## src/hdl/fsc_pkg.sv

```systemverilog
`timescale 1ns / 1ps
`default_nettype none

package fsc_pkg;

  // Queue between the classifying front and the arithmetic back
  localparam int unsigned QueueDepthDef = 2;

  // Configuration port
  localparam int unsigned ApbAddrW = 4;
  localparam int unsigned ApbDataW = 32;

  localparam logic [1:0] RegLineThr   = 2'd0;
  localparam logic [1:0] RegTempOff   = 2'd1;
  localparam logic [1:0] RegSpeedCeil = 2'd2;

  localparam logic [8:0]         LineThrRst   = 9'd150;
  localparam logic signed [7:0]  TempOffRst   = 8'sd25;
  localparam logic [14:0]        SpeedCeilRst = 15'd18000;

  // Per-line constants
  localparam logic signed [12:0] LoadMaxLo  = 13'sd1250;
  localparam logic signed [12:0] LoadMaxHi  = 13'sd2000;
  localparam logic signed [12:0] LoadOffLo  = 13'sd34;
  localparam logic signed [12:0] LoadOffHi  = 13'sd54;
  localparam logic signed [19:0] SteepLimLo = 20'sd3750;   // 3 * load max
  localparam logic signed [19:0] SteepLimHi = 20'sd6000;
  localparam logic signed [12:0] GentleLimLo = -13'sd625;  // minus half load max
  localparam logic signed [12:0] GentleLimHi = -13'sd1000;
  localparam logic [11:0]        SteepCoefLo = 12'd2764;
  localparam logic [11:0]        SteepCoefHi = 12'd1728;
  localparam logic [11:0]        GentleCoefLo = 12'd307;
  localparam logic [11:0]        GentleCoefHi = 12'd192;
  localparam logic [8:0]         VoltNomLo  = 9'd105;
  localparam logic [8:0]         VoltNomHi  = 9'd215;
  localparam logic [8:0]         BoostFactLo = 9'd419;
  localparam logic [8:0]         BoostFactHi = 9'd262;
  localparam logic [11:0]        BoostSpanMax = 12'd3750;
  localparam logic signed [17:0] LoadFloorTerm = -18'sd1500;

  typedef struct packed {
    logic               line_hi;
    logic [14:0]        temp_term;
    logic               load_floor;
    logic [11:0]        load_coef;
    logic signed [12:0] load_arg;
    logic [11:0]        boost_span;
    logic [11:0]        watts;
    logic [8:0]         boost_fact;
  } fsc_job_t;

endpackage

`default_nettype wire

```

## src/hdl/fsc_in_if.sv

```systemverilog
`timescale 1ns / 1ps
`default_nettype none

interface fsc_in_if;
  logic              valid;
  logic              ready;
  logic signed [7:0] inlet_temp_c;
  logic [8:0]        input_volts;
  logic [11:0]       output_watts;

  modport source (output valid, output inlet_temp_c, output input_volts,
                  output output_watts, input ready);
  modport sink   (input valid, input inlet_temp_c, input input_volts,
                  input output_watts, output ready);
endinterface

`default_nettype wire

```

## src/hdl/fsc_out_if.sv

```systemverilog
`timescale 1ns / 1ps
`default_nettype none

interface fsc_out_if;
  logic        valid;
  logic        ready;
  logic [14:0] fan_speed;
  logic        line_is_high;

  modport source (output valid, output fan_speed, output line_is_high, input ready);
  modport sink   (input valid, input fan_speed, input line_is_high, output ready);
endinterface

`default_nettype wire

```

## src/hdl/fsc_front.sv

```systemverilog
`timescale 1ns / 1ps
`default_nettype none

module fsc_front (
  input  wire logic              clk_i,
  input  wire logic              rst_ni,
  fsc_in_if.sink                 item_i,
  input  wire logic [8:0]        line_thr_i,
  input  wire logic signed [7:0] temp_offset_i,
  output fsc_pkg::fsc_job_t      job_o,
  output logic                   job_valid_o,
  input  wire logic              job_ready_i
);
  import fsc_pkg::*;

  logic               valid_q;
  fsc_job_t           job_q, job_d;
  logic               accept;

  logic signed [9:0]  t, t28, t18, t3, t33;
  logic [14:0]        temp_term;
  logic               line_hi;
  logic signed [12:0] load_max, d;
  logic signed [19:0] d100;
  logic               steep, gentle;
  logic [8:0]         volts, vh, vl;
  logic [11:0]        y;
  logic               volts_low;

  assign item_i.ready = !valid_q || job_ready_i;
  assign accept       = item_i.valid && item_i.ready;

  always_comb begin
    line_hi = item_i.input_volts > line_thr_i;

    // temperature curve
    t   = {{2{item_i.inlet_temp_c[7]}}, item_i.inlet_temp_c}
        - {{2{temp_offset_i[7]}}, temp_offset_i};
    t28 = t - 10'sd28;
    t18 = t - 10'sd18;
    t3  = t - 10'sd3;
    t33 = t + 10'sd33;
    if (t >= 10'sd56) begin
      temp_term = 15'd18000;
    end else if (t >= 10'sd28) begin
      temp_term = 15'd9000 + 15'(t28[4:0]) * 15'd333;
    end else if (t >= 10'sd25) begin
      temp_term = 15'd9000;
    end else if (t >= 10'sd18) begin
      temp_term = 15'd6800 + 15'(t18[2:0]) * 15'd314;
    end else if (t >= 10'sd15) begin
      temp_term = 15'd6800;
    end else if (t >= 10'sd3) begin
      temp_term = 15'd5600 + 15'(t3[3:0]) * 15'd100;
    end else if (t >= -10'sd20) begin
      temp_term = 15'd5600;
    end else if (t >= -10'sd32) begin
      temp_term = 15'd3000 + 15'(t33[3:0]) * 15'd200;
    end else begin
      temp_term = 15'd3000;
    end

    // load band
    load_max = line_hi ? LoadMaxHi : LoadMaxLo;
    d        = $signed({1'b0, item_i.output_watts}) - load_max;
    d100     = 20'(d) * 20'sd100;
    steep    = d100 > (line_hi ? SteepLimHi : SteepLimLo);
    gentle   = d >= (line_hi ? GentleLimHi : GentleLimLo);

    // low-voltage boost span
    volts     = item_i.input_volts;
    vh        = volts - 9'd176;
    vl        = volts - 9'd90;
    volts_low = volts < (line_hi ? VoltNomHi : VoltNomLo);
    if (line_hi) begin
      if (volts < 9'd176)      y = 12'd0;
      else if (volts > 9'd205) y = BoostSpanMax;
      else                     y = 12'(vh[4:0]) * 12'd129;
    end else begin
      if (volts < 9'd90)       y = 12'd0;
      else if (volts > 9'd105) y = BoostSpanMax;
      else                     y = 12'(vl[3:0]) * 12'd250;
    end

    job_d.line_hi    = line_hi;
    job_d.temp_term  = temp_term;
    job_d.load_floor = !steep && !gentle;
    job_d.load_coef  = steep ? (line_hi ? SteepCoefHi : SteepCoefLo)
                             : (line_hi ? GentleCoefHi : GentleCoefLo);
    job_d.load_arg   = steep ? d - (line_hi ? LoadOffHi : LoadOffLo) : d;
    // a zero span drops the boost
    job_d.boost_span = volts_low ? BoostSpanMax - y : 12'd0;
    job_d.watts      = item_i.output_watts;
    job_d.boost_fact = line_hi ? BoostFactHi : BoostFactLo;
  end

  always_ff @(posedge clk_i or negedge rst_ni) begin
    if (!rst_ni) begin
      valid_q <= 1'b0;
    end else if (accept) begin
      valid_q <= 1'b1;
    end else if (job_ready_i) begin
      valid_q <= 1'b0;
    end
  end

  always_ff @(posedge clk_i) begin
    if (accept) begin
      job_q <= job_d;
    end
  end

  assign job_o       = job_q;
  assign job_valid_o = valid_q;

endmodule

`default_nettype wire

```

## src/hdl/fsc_queue.sv

```systemverilog
`timescale 1ns / 1ps
`default_nettype none

module fsc_queue #(
  parameter int unsigned Depth = 2
) (
  input  wire logic               clk_i,
  input  wire logic               rst_ni,
  input  wire fsc_pkg::fsc_job_t  push_job_i,
  input  wire logic               push_valid_i,
  output logic                    push_ready_o,
  output fsc_pkg::fsc_job_t       pop_job_o,
  output logic                    pop_valid_o,
  input  wire logic               pop_ready_i
);
  import fsc_pkg::*;

  localparam int unsigned PtrW = (Depth > 1) ? $clog2(Depth) : 1;
  localparam int unsigned CntW = $clog2(Depth + 1);

  fsc_job_t        mem_q [Depth];
  logic [PtrW-1:0] wr_ptr_q, rd_ptr_q;
  logic [CntW-1:0] count_q;
  logic            push, pop;

  assign push_ready_o = count_q != CntW'(Depth);
  assign pop_valid_o  = count_q != '0;
  assign pop_job_o    = mem_q[rd_ptr_q];
  assign push         = push_valid_i && push_ready_o;
  assign pop          = pop_valid_o && pop_ready_i;

  always_ff @(posedge clk_i or negedge rst_ni) begin
    if (!rst_ni) begin
      wr_ptr_q <= '0;
      rd_ptr_q <= '0;
      count_q  <= '0;
    end else begin
      if (push) begin
        wr_ptr_q <= (wr_ptr_q == PtrW'(Depth - 1)) ? '0 : wr_ptr_q + 1'b1;
      end
      if (pop) begin
        rd_ptr_q <= (rd_ptr_q == PtrW'(Depth - 1)) ? '0 : rd_ptr_q + 1'b1;
      end
      if (push && !pop) begin
        count_q <= count_q + 1'b1;
      end else if (pop && !push) begin
        count_q <= count_q - 1'b1;
      end
    end
  end

  always_ff @(posedge clk_i) begin
    if (push) begin
      mem_q[wr_ptr_q] <= push_job_i;
    end
  end

endmodule

`default_nettype wire

```

## src/hdl/fsc_back.sv

```systemverilog
`timescale 1ns / 1ps
`default_nettype none

module fsc_back (
  input  wire logic              clk_i,
  input  wire logic              rst_ni,
  input  wire fsc_pkg::fsc_job_t job_i,
  input  wire logic              job_valid_i,
  output logic                   job_ready_o,
  input  wire logic [14:0]       speed_ceil_i,
  fsc_out_if.source              result_o
);
  import fsc_pkg::*;

  typedef struct packed {
    logic               line_hi;
    logic [14:0]        temp_term;
    logic               load_floor;
    logic signed [25:0] load_prod;
    logic [23:0]        span_watts;
    logic [8:0]         boost_fact;
  } fsc_s1_t;

  typedef struct packed {
    logic               line_hi;
    logic [14:0]        temp_term;
    logic signed [17:0] load_term;
    logic [13:0]        boost;
  } fsc_s2_t;

  logic        v1_q, v2_q, vo_q;
  logic        rdy1, rdy2, rdyo;
  fsc_s1_t     s1_q, s1_d;
  fsc_s2_t     s2_q, s2_d;
  logic [32:0] boost_full;
  logic signed [19:0] sum;
  logic [14:0] speed_d, speed_q;
  logic        line_q;

  assign rdyo        = !vo_q || result_o.ready;
  assign rdy2        = !v2_q || rdyo;
  assign rdy1        = !v1_q || rdy2;
  assign job_ready_o = rdy1;

  always_comb begin
    s1_d.line_hi    = job_i.line_hi;
    s1_d.temp_term  = job_i.temp_term;
    s1_d.load_floor = job_i.load_floor;
    s1_d.load_prod  = $signed({1'b0, job_i.load_coef}) * job_i.load_arg;
    s1_d.span_watts = 24'(job_i.boost_span) * 24'(job_i.watts);
    s1_d.boost_fact = job_i.boost_fact;

    boost_full      = 33'(s1_q.span_watts) * 33'(s1_q.boost_fact);
    s2_d.line_hi    = s1_q.line_hi;
    s2_d.temp_term  = s1_q.temp_term;
    // arithmetic shift floors toward minus infinity
    s2_d.load_term  = s1_q.load_floor ? LoadFloorTerm : 18'(s1_q.load_prod >>> 7);
    s2_d.boost      = boost_full[32:19];

    sum = $signed({5'b0, s2_q.temp_term}) + 20'(s2_q.load_term)
        + $signed({6'b0, s2_q.boost});
    if (sum < 20'sd0) begin
      speed_d = 15'd0;
    end else if (sum > $signed({5'b0, speed_ceil_i})) begin
      speed_d = speed_ceil_i;
    end else begin
      speed_d = sum[14:0];
    end
  end

  always_ff @(posedge clk_i or negedge rst_ni) begin
    if (!rst_ni) begin
      v1_q <= 1'b0;
      v2_q <= 1'b0;
      vo_q <= 1'b0;
    end else begin
      if (rdy1) v1_q <= job_valid_i;
      if (rdy2) v2_q <= v1_q;
      if (rdyo) vo_q <= v2_q;
    end
  end

  always_ff @(posedge clk_i) begin
    if (rdy1 && job_valid_i) s1_q <= s1_d;
    if (rdy2 && v1_q)        s2_q <= s2_d;
    if (rdyo && v2_q) begin
      speed_q <= speed_d;
      line_q  <= s2_q.line_hi;
    end
  end

  assign result_o.valid        = vo_q;
  assign result_o.fan_speed    = speed_q;
  assign result_o.line_is_high = line_q;

endmodule

`default_nettype wire

```

## src/hdl/fan_speed_curve_unit.sv

```systemverilog
// Fan speed command unit.
// Path: the front register loads at the accepting edge; the item then passes a queue
//   slot, two multiply stages and the output register when nothing stalls.
// Throughput: one item per cycle while result_o is not stalled, set by the pipelined multiply stages.
// Reset: pipeline and queue empty; registers return to 150 V, 25 C, 18000 rpm.
`timescale 1ns / 1ps
`default_nettype none

module fan_speed_curve_unit #(
  parameter int unsigned QueueDepth = fsc_pkg::QueueDepthDef
) (
  input  wire logic                         clk_i,
  input  wire logic                         rst_ni,
  fsc_in_if.sink                            item_i,
  fsc_out_if.source                         result_o,
  input  wire logic                         psel,
  input  wire logic                         penable,
  input  wire logic                         pwrite,
  input  wire logic [fsc_pkg::ApbAddrW-1:0] paddr,
  input  wire logic [fsc_pkg::ApbDataW-1:0] pwdata,
  output logic      [fsc_pkg::ApbDataW-1:0] prdata,
  output logic                              pready
);
  import fsc_pkg::*;

  logic [8:0]        line_thr_q;
  logic signed [7:0] temp_off_q;
  logic [14:0]       speed_ceil_q;
  logic              cfg_write;
  logic [1:0]        reg_idx;

  fsc_job_t front_job, back_job;
  logic     front_valid, front_ready, back_valid, back_ready;

  assign pready    = 1'b1;
  assign reg_idx   = paddr[3:2];
  assign cfg_write = psel && penable && pwrite && pready;

  always_ff @(posedge clk_i or negedge rst_ni) begin
    if (!rst_ni) begin
      line_thr_q   <= LineThrRst;
      temp_off_q   <= TempOffRst;
      speed_ceil_q <= SpeedCeilRst;
    end else if (cfg_write) begin
      case (reg_idx)
        RegLineThr:   line_thr_q   <= pwdata[8:0];
        RegTempOff:   temp_off_q   <= pwdata[7:0];
        RegSpeedCeil: speed_ceil_q <= pwdata[14:0];
        default: ;
      endcase
    end
  end

  always_comb begin
    case (reg_idx)
      RegLineThr:   prdata = ApbDataW'(line_thr_q);
      RegTempOff:   prdata = ApbDataW'(temp_off_q[7:0]);
      RegSpeedCeil: prdata = ApbDataW'(speed_ceil_q);
      default:      prdata = '0;
    endcase
  end

  fsc_front u_front (
    .clk_i         (clk_i),
    .rst_ni        (rst_ni),
    .item_i        (item_i),
    .line_thr_i    (line_thr_q),
    .temp_offset_i (temp_off_q),
    .job_o         (front_job),
    .job_valid_o   (front_valid),
    .job_ready_i   (front_ready)
  );

  fsc_queue #(
    .Depth (QueueDepth)
  ) u_queue (
    .clk_i        (clk_i),
    .rst_ni       (rst_ni),
    .push_job_i   (front_job),
    .push_valid_i (front_valid),
    .push_ready_o (front_ready),
    .pop_job_o    (back_job),
    .pop_valid_o  (back_valid),
    .pop_ready_i  (back_ready)
  );

  fsc_back u_back (
    .clk_i        (clk_i),
    .rst_ni       (rst_ni),
    .job_i        (back_job),
    .job_valid_i  (back_valid),
    .job_ready_o  (back_ready),
    .speed_ceil_i (speed_ceil_q),
    .result_o     (result_o)
  );

endmodule

`default_nettype wire

```

## src/flat_wrapper.sv

```systemverilog
// flat-port wrapper written by rule: the top's interface ports become plain ports
module fan_speed_curve_unit_flat import fsc_pkg::*;
#(
  parameter int unsigned QueueDepth = fsc_pkg::QueueDepthDef
)
  (clk_i, rst_ni, psel, penable, pwrite, paddr, pwdata, prdata, pready, item_i_valid, item_i_inlet_temp_c, item_i_input_volts, item_i_output_watts, item_i_ready, result_o_valid, result_o_fan_speed, result_o_line_is_high, result_o_ready);
  fsc_in_if item_i_i ();
  fsc_out_if result_o_i ();
  input  wire logic clk_i;
  input  wire logic rst_ni;
  input  wire logic psel;
  input  wire logic penable;
  input  wire logic pwrite;
  input  wire logic [fsc_pkg::ApbAddrW-1:0] paddr;
  input  wire logic [fsc_pkg::ApbDataW-1:0] pwdata;
  output logic      [fsc_pkg::ApbDataW-1:0] prdata;
  output logic pready;
  input wire logic [$bits(item_i_i.valid)-1:0] item_i_valid;
  input wire logic [$bits(item_i_i.inlet_temp_c)-1:0] item_i_inlet_temp_c;
  input wire logic [$bits(item_i_i.input_volts)-1:0] item_i_input_volts;
  input wire logic [$bits(item_i_i.output_watts)-1:0] item_i_output_watts;
  output wire logic [$bits(item_i_i.ready)-1:0] item_i_ready;
  output wire logic [$bits(result_o_i.valid)-1:0] result_o_valid;
  output wire logic [$bits(result_o_i.fan_speed)-1:0] result_o_fan_speed;
  output wire logic [$bits(result_o_i.line_is_high)-1:0] result_o_line_is_high;
  input wire logic [$bits(result_o_i.ready)-1:0] result_o_ready;
  assign item_i_i.valid = item_i_valid;
  assign item_i_i.inlet_temp_c = item_i_inlet_temp_c;
  assign item_i_i.input_volts = item_i_input_volts;
  assign item_i_i.output_watts = item_i_output_watts;
  assign item_i_ready = item_i_i.ready;
  assign result_o_valid = result_o_i.valid;
  assign result_o_fan_speed = result_o_i.fan_speed;
  assign result_o_line_is_high = result_o_i.line_is_high;
  assign result_o_i.ready = result_o_ready;
  fan_speed_curve_unit #(.QueueDepth(QueueDepth)) u_core (.clk_i(clk_i), .rst_ni(rst_ni), .item_i(item_i_i), .result_o(result_o_i), .psel(psel), .penable(penable), .pwrite(pwrite), .paddr(paddr), .pwdata(pwdata), .prdata(prdata), .pready(pready));
endmodule
```

## config.mk

```make
export PLATFORM = sky130hd
export DESIGN_NAME = fan_speed_curve_unit_flat
export DESIGN_NICKNAME = d
export VERILOG_FILES = /design/src/hdl/fsc_pkg.sv /design/src/hdl/fsc_in_if.sv /design/src/hdl/fsc_out_if.sv /design/src/hdl/fsc_front.sv /design/src/hdl/fsc_queue.sv /design/src/hdl/fsc_back.sv /design/src/hdl/fan_speed_curve_unit.sv /design/src/flat_wrapper.sv
export SDC_FILE = /design/constraint.sdc
export NUM_CORES = 2
export LEC_CHECK = 0
export BUFFER_PORTS_ARGS = -buffer_cell sky130_fd_sc_hd__buf_2
export CORE_UTILIZATION = 50
export DETAILED_ROUTE_END_ITERATION = 6
export GPL_ROUTABILITY_DRIVEN = 0
export PLACE_DENSITY = 0.67
export RECOVER_POWER = 25
export SETUP_SLACK_MARGIN = 0.2
export SYNTH_ARGS = -nofsm -noshare
export SYNTH_HDL_FRONTEND = slang
export SYNTH_SLANG_ARGS = --single-unit
export TNS_END_PERCENT = 10
```

## constraint.sdc

```tcl
create_clock -name clk_i -period 17.7 [get_ports clk_i]
set_input_delay 0.885 -clock clk_i [delete_from_list [all_inputs] [get_ports clk_i]]
set_output_delay 0.885 -clock clk_i [all_outputs]
set_load 0.03 [all_outputs]
```

Yosys cells after proc, flatten, opt, wreduce, memory -nomap -nowiden

Memory sizes are Yosys's and may differ from the RTL's.
Cells that the tools add are included.

Add/subtract/negate cells: 20
Multipliers: 10
Div/mod/pow operators: 0
Order comparisons: 18
Eq/ne operators: 3
Shifts and indexed selects: 0
Muxes and demuxes: 32
Bitwise logic cells: 0
Reduce and logical (&&, ||, !) cells: 29

Operators by type and width:

| kind                   | number |
|---|---|
| $mux 12                | 7 |
| $mux 14                | 4 |
| $mux 13                | 4 |
| $ge 9x6->1 const B     | 5 |
| $pmux 15 s3            | 1 |
| $mul 24x9->33          | 1 |
| $mux 15                | 2 |
| $mul 13x13->25         | 1 |
| $mul 12x12->24         | 1 |
| $add 19x15->20         | 1 |
| $gt 20x14->1           | 1 |
| $gt 20x16->1           | 1 |
| $lt 20x1->1 const B    | 1 |
| $add 16x18->19         | 1 |
| $mul 13x6->18 const B  | 1 |
| $mul 4x5->9 const B    | 2 |
| $mux 9                 | 2 |
| $mux 8                 | 2 |
| $add 14x14->15 const A | 1 |
| $add 13x11->14 const A | 1 |
| $add 13x12->14 const A | 1 |
| $mul 5x9->14 const B   | 1 |
| $add 12x12->13 const A | 1 |
| $ge 13x11->1           | 1 |
| 38 further kinds       | 68 |

Bits in registers: 254
Bits in latches: 0
Memory bits (writable): 150
ROM bits: 0
Bits of input ports: 72
Memories kept: 1

Memories:

| memory               | words | width | read ports | clocked after Yosys merged registers in | wr ports | RTL line        | source |
|---|---|---|---|---|---|---|---|
| u_core.u_queue.mem_q | 2     | 75    | 1          | 0                                       | 1        | fsc_queue.sv:21 | `fsc_job_t mem_q [Depth];` |

Longest topological paths before layout

Depth after elaboration: 11
Gate-level depth with buffers: 37

Cells and area by module

Synthesis repeated with hierarchy kept, for this count alone.

Cell total of the unflattened synthesis: 3490
Area, all modules: 37293.3 sq um

By module, submodules not included:

| module               | times used | cells an instance | area each (sq um) |
|---|---|---|---|
| fsc_back             | 1          | 2167              | 21395.5 |
| fsc_front            | 1          | 945               | 8495.6 |
| fsc_queue            | 1          | 251               | 5760.5 |
| fan_speed_curve_unit | 1          | 127               | 1641.6 |

Worst setup path after synthesis

OpenSTA, ideal clock, no wires.

Path type: input-to-reg
From: input port item_i_input_volts[0]
To: register u_core.u_front.job_q, in the netlist u_core.u_front.job_o[39] (data pin)
Arrival time: 7.530 ns
Path slack: 9.902 ns
Cell stages on the path: 31
Buffers on the path: 4
Cell sequence: buf_2 > inv_1 > ha_1 > nor2b_1 > o21a_1 > o21ai_0 > a21oi_1 > o21ai_1 > clkbuf_1 > buf_1 > ha_1 > nor3b_1 > o21bai_1 > a21oi_1 > xor2_1 > inv_1 > fa_1 > ha_1 > fa_1 > a21o_1 > a21oi_1 > xnor2_1 > ha_1 > nand2_1 > nor3_1 > a41oi_1 > a211o_1 > o21ai_2 > buf_2 > nor2_1 > xnor2_1

RTL lines:

| element              | RTL line           | source |
|---|---|---|
| start, declared      | flat_wrapper.sv:20 | `input wire logic [$bits(item_i_i.input_volts)-1:0] item_i_input_volts;` |
| end signal, assigned | fsc_front.sv:109   | `job_q <= job_d;` |
| end, declared        | fsc_front.sv:17    | `fsc_job_t job_q, job_d;` |

==> results.sh <==
export IMPL_antenna_cells=0
export IMPL_cts_resized=0
export IMPL_synth_seq_cells=341
export IMPL_slew_limit_headroom=-0.392
export IMPL_syn_to_final_growth_pct=7.31
export IMPL_min_period_ns=7.92
export IMPL_rsz0062_at_grt="no"
export IMPL_period_share=0.447
export IMPL_hpwl_microns=57400
export IMPL_crit_path_start_kind="flop"
export IMPL_cp_endpoint="u_core.u_back.s1_q[54]"
export IMPL_finalNetCount=3975
export IMPL_antenna_left=0
export IMPL_fillers=5637
export IMPL_critical_path_required_ns=17.97
export IMPL_synthAdderAreaFrac=0.358
export IMPL_vias=22155
export IMPL_cts_tree="yes"
export IMPL_ys_warn_count=0
export IMPL_hold_viol_final=0
export IMPL_clk_pin_slew_ns=0.06
export IMPL_grt_pass1_wl_microns=116000
export IMPL_worst_r2r_path_depth=22
export IMPL_r2r_end="u_core.u_back.s1_q[54]"
export IMPL_yosys_area_top_type_share=0.272
export IMPL_core_area_sq_um=65700
export IMPL_multi_input_area_sq_um=21000
export IMPL_root_buffer="clkbuf_16"
export IMPL_synth_top_family_by_area="adder cells"
export IMPL_yosysMostFrequentCell="inv_1"
export IMPL_grt_use_total=0.213
export IMPL_yosysSeqAreaShare=0.303
export IMPL_r2r_slack_ns=9.78
export IMPL_routedWlPerCell_microns=17.5
export IMPL_synth_async_sr_flop_share=0.117
export IMPL_wl_microns=70500
export IMPL_start_util=0.505
export IMPL_path_max_fanout=70
export IMPL_drc=4
export IMPL_synth_area_sq_um=33200
export IMPL_synth_area_leader_cell="edfxtp_1"
export IMPL_cts_hold_buf=0
export IMPL_die_h_microns=260
export IMPL_dieArea_sq_um=67400
export IMPL_max_freq_mhz=126
export IMPL_startpoint="u_core.u_queue.rd_ptr_q"
export IMPL_dieWidth_microns=260
export IMPL_dr_pass1_iters=7
export IMPL_worstPathArrival_ns=8.19
export IMPL_place_port_buffers=85
export IMPL_synth_edf_count=301
export IMPL_status="finished with violations"
export IMPL_crit_path_end_kind="flop"
export IMPL_finalClockSkew_ns=0.0183
export IMPL_drive_above_1_share=0.0882
export IMPL_synthFlopType="edfxtp_1"
export IMPL_hold_class="flop to flop"
export IMPL_synthCells=3074
export IMPL_via_per_inst=5.49
export IMPL_tightestPinTransition_ns=2.09
export IMPL_syn_avg_cell_area_sq_um=10.8
export IMPL_rows=94
export IMPL_ys_types=95
export IMPL_critical_path_class="flop to flop"
export IMPL_grt_overflow=0
export IMPL_synthTopCellsByCount="474 x inv_1, 435 x ha_1, 322 x fa_1"
export IMPL_post_cts_buffers=0
export IMPL_muxShareOfSynthArea=0.0393
export IMPL_synthSimpleGateAreaFrac=0.102
export IMPL_setup_tns_ns=0
export IMPL_ioPinCount=123
export IMPL_grt_pass1_vias=22930
export IMPL_initialDrtViolationCount=1307
export IMPL_regArea_sq_um=10100
export IMPL_synth_xor_area_share=0.0418
export IMPL_maxSlewViolCount=41
export IMPL_clock_sinks=341
export IMPL_htreeDepth=2
export IMPL_grt_antenna_before_repair=0
export IMPL_synth_area_leaders="edfxtp_1 27%, fa_1 19%, ha_1 16%"
export IMPL_setup_violations=0
export IMPL_cap_violations=1
export IMPL_cts_buffers=36
export IMPL_grt_max_degree=71
export IMPL_clock_latency_ns=0.54
export IMPL_synth_compound_area_share=0.0890
export IMPL_violations="DRC, capacitance limit, slew limit"
export IMPL_clk_path_buf_depth=3
export IMPL_r2r_start="u_core.u_queue.rd_ptr_q"
==> through the flow <==
step            util  std cells  hold slack, ns  worst slack, ns  area, sq um
2_1_floorplan      -       3090           0.400             9.90        33200
3_3_place_gp   0.524       3972           0.406             9.56        34500
3_5_place_dp   0.524       3972           0.405             9.41        34500
4_1_cts        0.542       4037           0.419             9.84        35600
5_1_grt        0.541       4037           0.432             9.23        35600
6_report       0.541       4037           0.420             9.78        35600
==> sequential cells by signal, indices dropped and copies added, names as in the netlist <==
name	cells
u_core.u_queue.mem_q	118
u_core.u_back.s1_q	60
u_core.u_front.job_o	59
u_core.u_back.s2_q	48
u_core.speed_ceil_q	15
u_core.u_back.result_o.fan_speed	15
u_core.line_thr_q	9
u_core.temp_off_q	8
u_core.u_queue.count_q	2
u_core.u_back.result_o.line_is_high	1
u_core.u_back.result_o.valid	1
u_core.u_back.v1_q	1
u_core.u_back.v2_q	1
u_core.u_front.job_valid_o	1
u_core.u_queue.rd_ptr_q	1
u_core.u_queue.wr_ptr_q	1
==> cell usage in the layout, fill, tap and decap left out, types with 29 or more instances in the layout <==
cell	n
xnor2_1	102
mux2i_1	60
mux2_2	61
nor3_1	29
a21oi_1	102
ha_1	435
inv_1	473
a21o_1	46
nand3_1	31
nand2_1	240
nor2b_1	34
buf_2	72
edfxtp_1	301
fa_1	322
xor2_1	53
nor2_1	184
and2_1	63
clkbuf_16	36
o21ai_0	89
==> final cells by class <==
cell class | count | share of cell area
flip-flops and latches | 341 | 0.283
clock buffers | 47 | 0.0267
multi-input cells | 2190 | 0.590
clock inverters | 18 | 0.00562
well taps | 864 | 0.0304
inverters | 477 | 0.0503
repair buffers | 100 | 0.0147
==> critical path: stages (launching register included) <==
cell	delay, ns
dfrtp_4	0.58
buf_4	0.78
nor2b_1	0.17
a21oi_1	0.57
nor2_1	0.35
fa_1	0.57
fa_1	0.44
fa_1	0.56
inv_1	0.06
fa_1	0.47
inv_1	0.05
fa_1	0.55
fa_1	0.43
ha_1	0.36
and2_1	0.18
o21ai_0	0.23
o211ai_1	0.17
nand2_1	0.12
nor2_1	0.06
a211oi_2	0.28
nor2b_1	0.14
o41ai_1	0.35
xnor2_1	0.12
==> routing by layer <==
layer	wire [microns]	GRT usage	vias up
li1	-	-	10493
met1	32200	0.298	11013
met2	33300	0.353	550
met3	3700	0.0267	99
met4	1290	0.0458	0
met5	0	0	-
==> how the worst min path moves through the flow <==
stage	from	endpoint	slack, ns	cells after the start
after floorplan	u_core.u_back.s2_q[47]	u_core.u_back.result_o.line_is_high	0.40	0
after global placement	u_core.u_back.s1_q[72]	u_core.u_back.s2_q[44]	0.41	0
after detailed placement	u_core.u_back.s1_q[72]	u_core.u_back.s2_q[44]	0.41	0
after CTS	u_core.u_back.s1_q[72]	u_core.u_back.s2_q[44]	0.42	0
after global routing	u_core.u_back.s1_q[72]	u_core.u_back.s2_q[44]	0.43	0
final	u_core.u_back.s1_q[72]	u_core.u_back.s2_q[44]	0.42	0
==> cell families after synthesis <==
family / after synthesis
buffers and inverters: 559
DFF: 341
muxes: 122
xor gates and xnor gates: 156
and+or+nand+nor: 709
AOI/OAI and AO/OA: 428
adders and majority gates: 757
other: 2
Power is left out: the tool's default activity adds up to more than one toggle a clock period on the data nets, which glitch-free logic cannot reach.
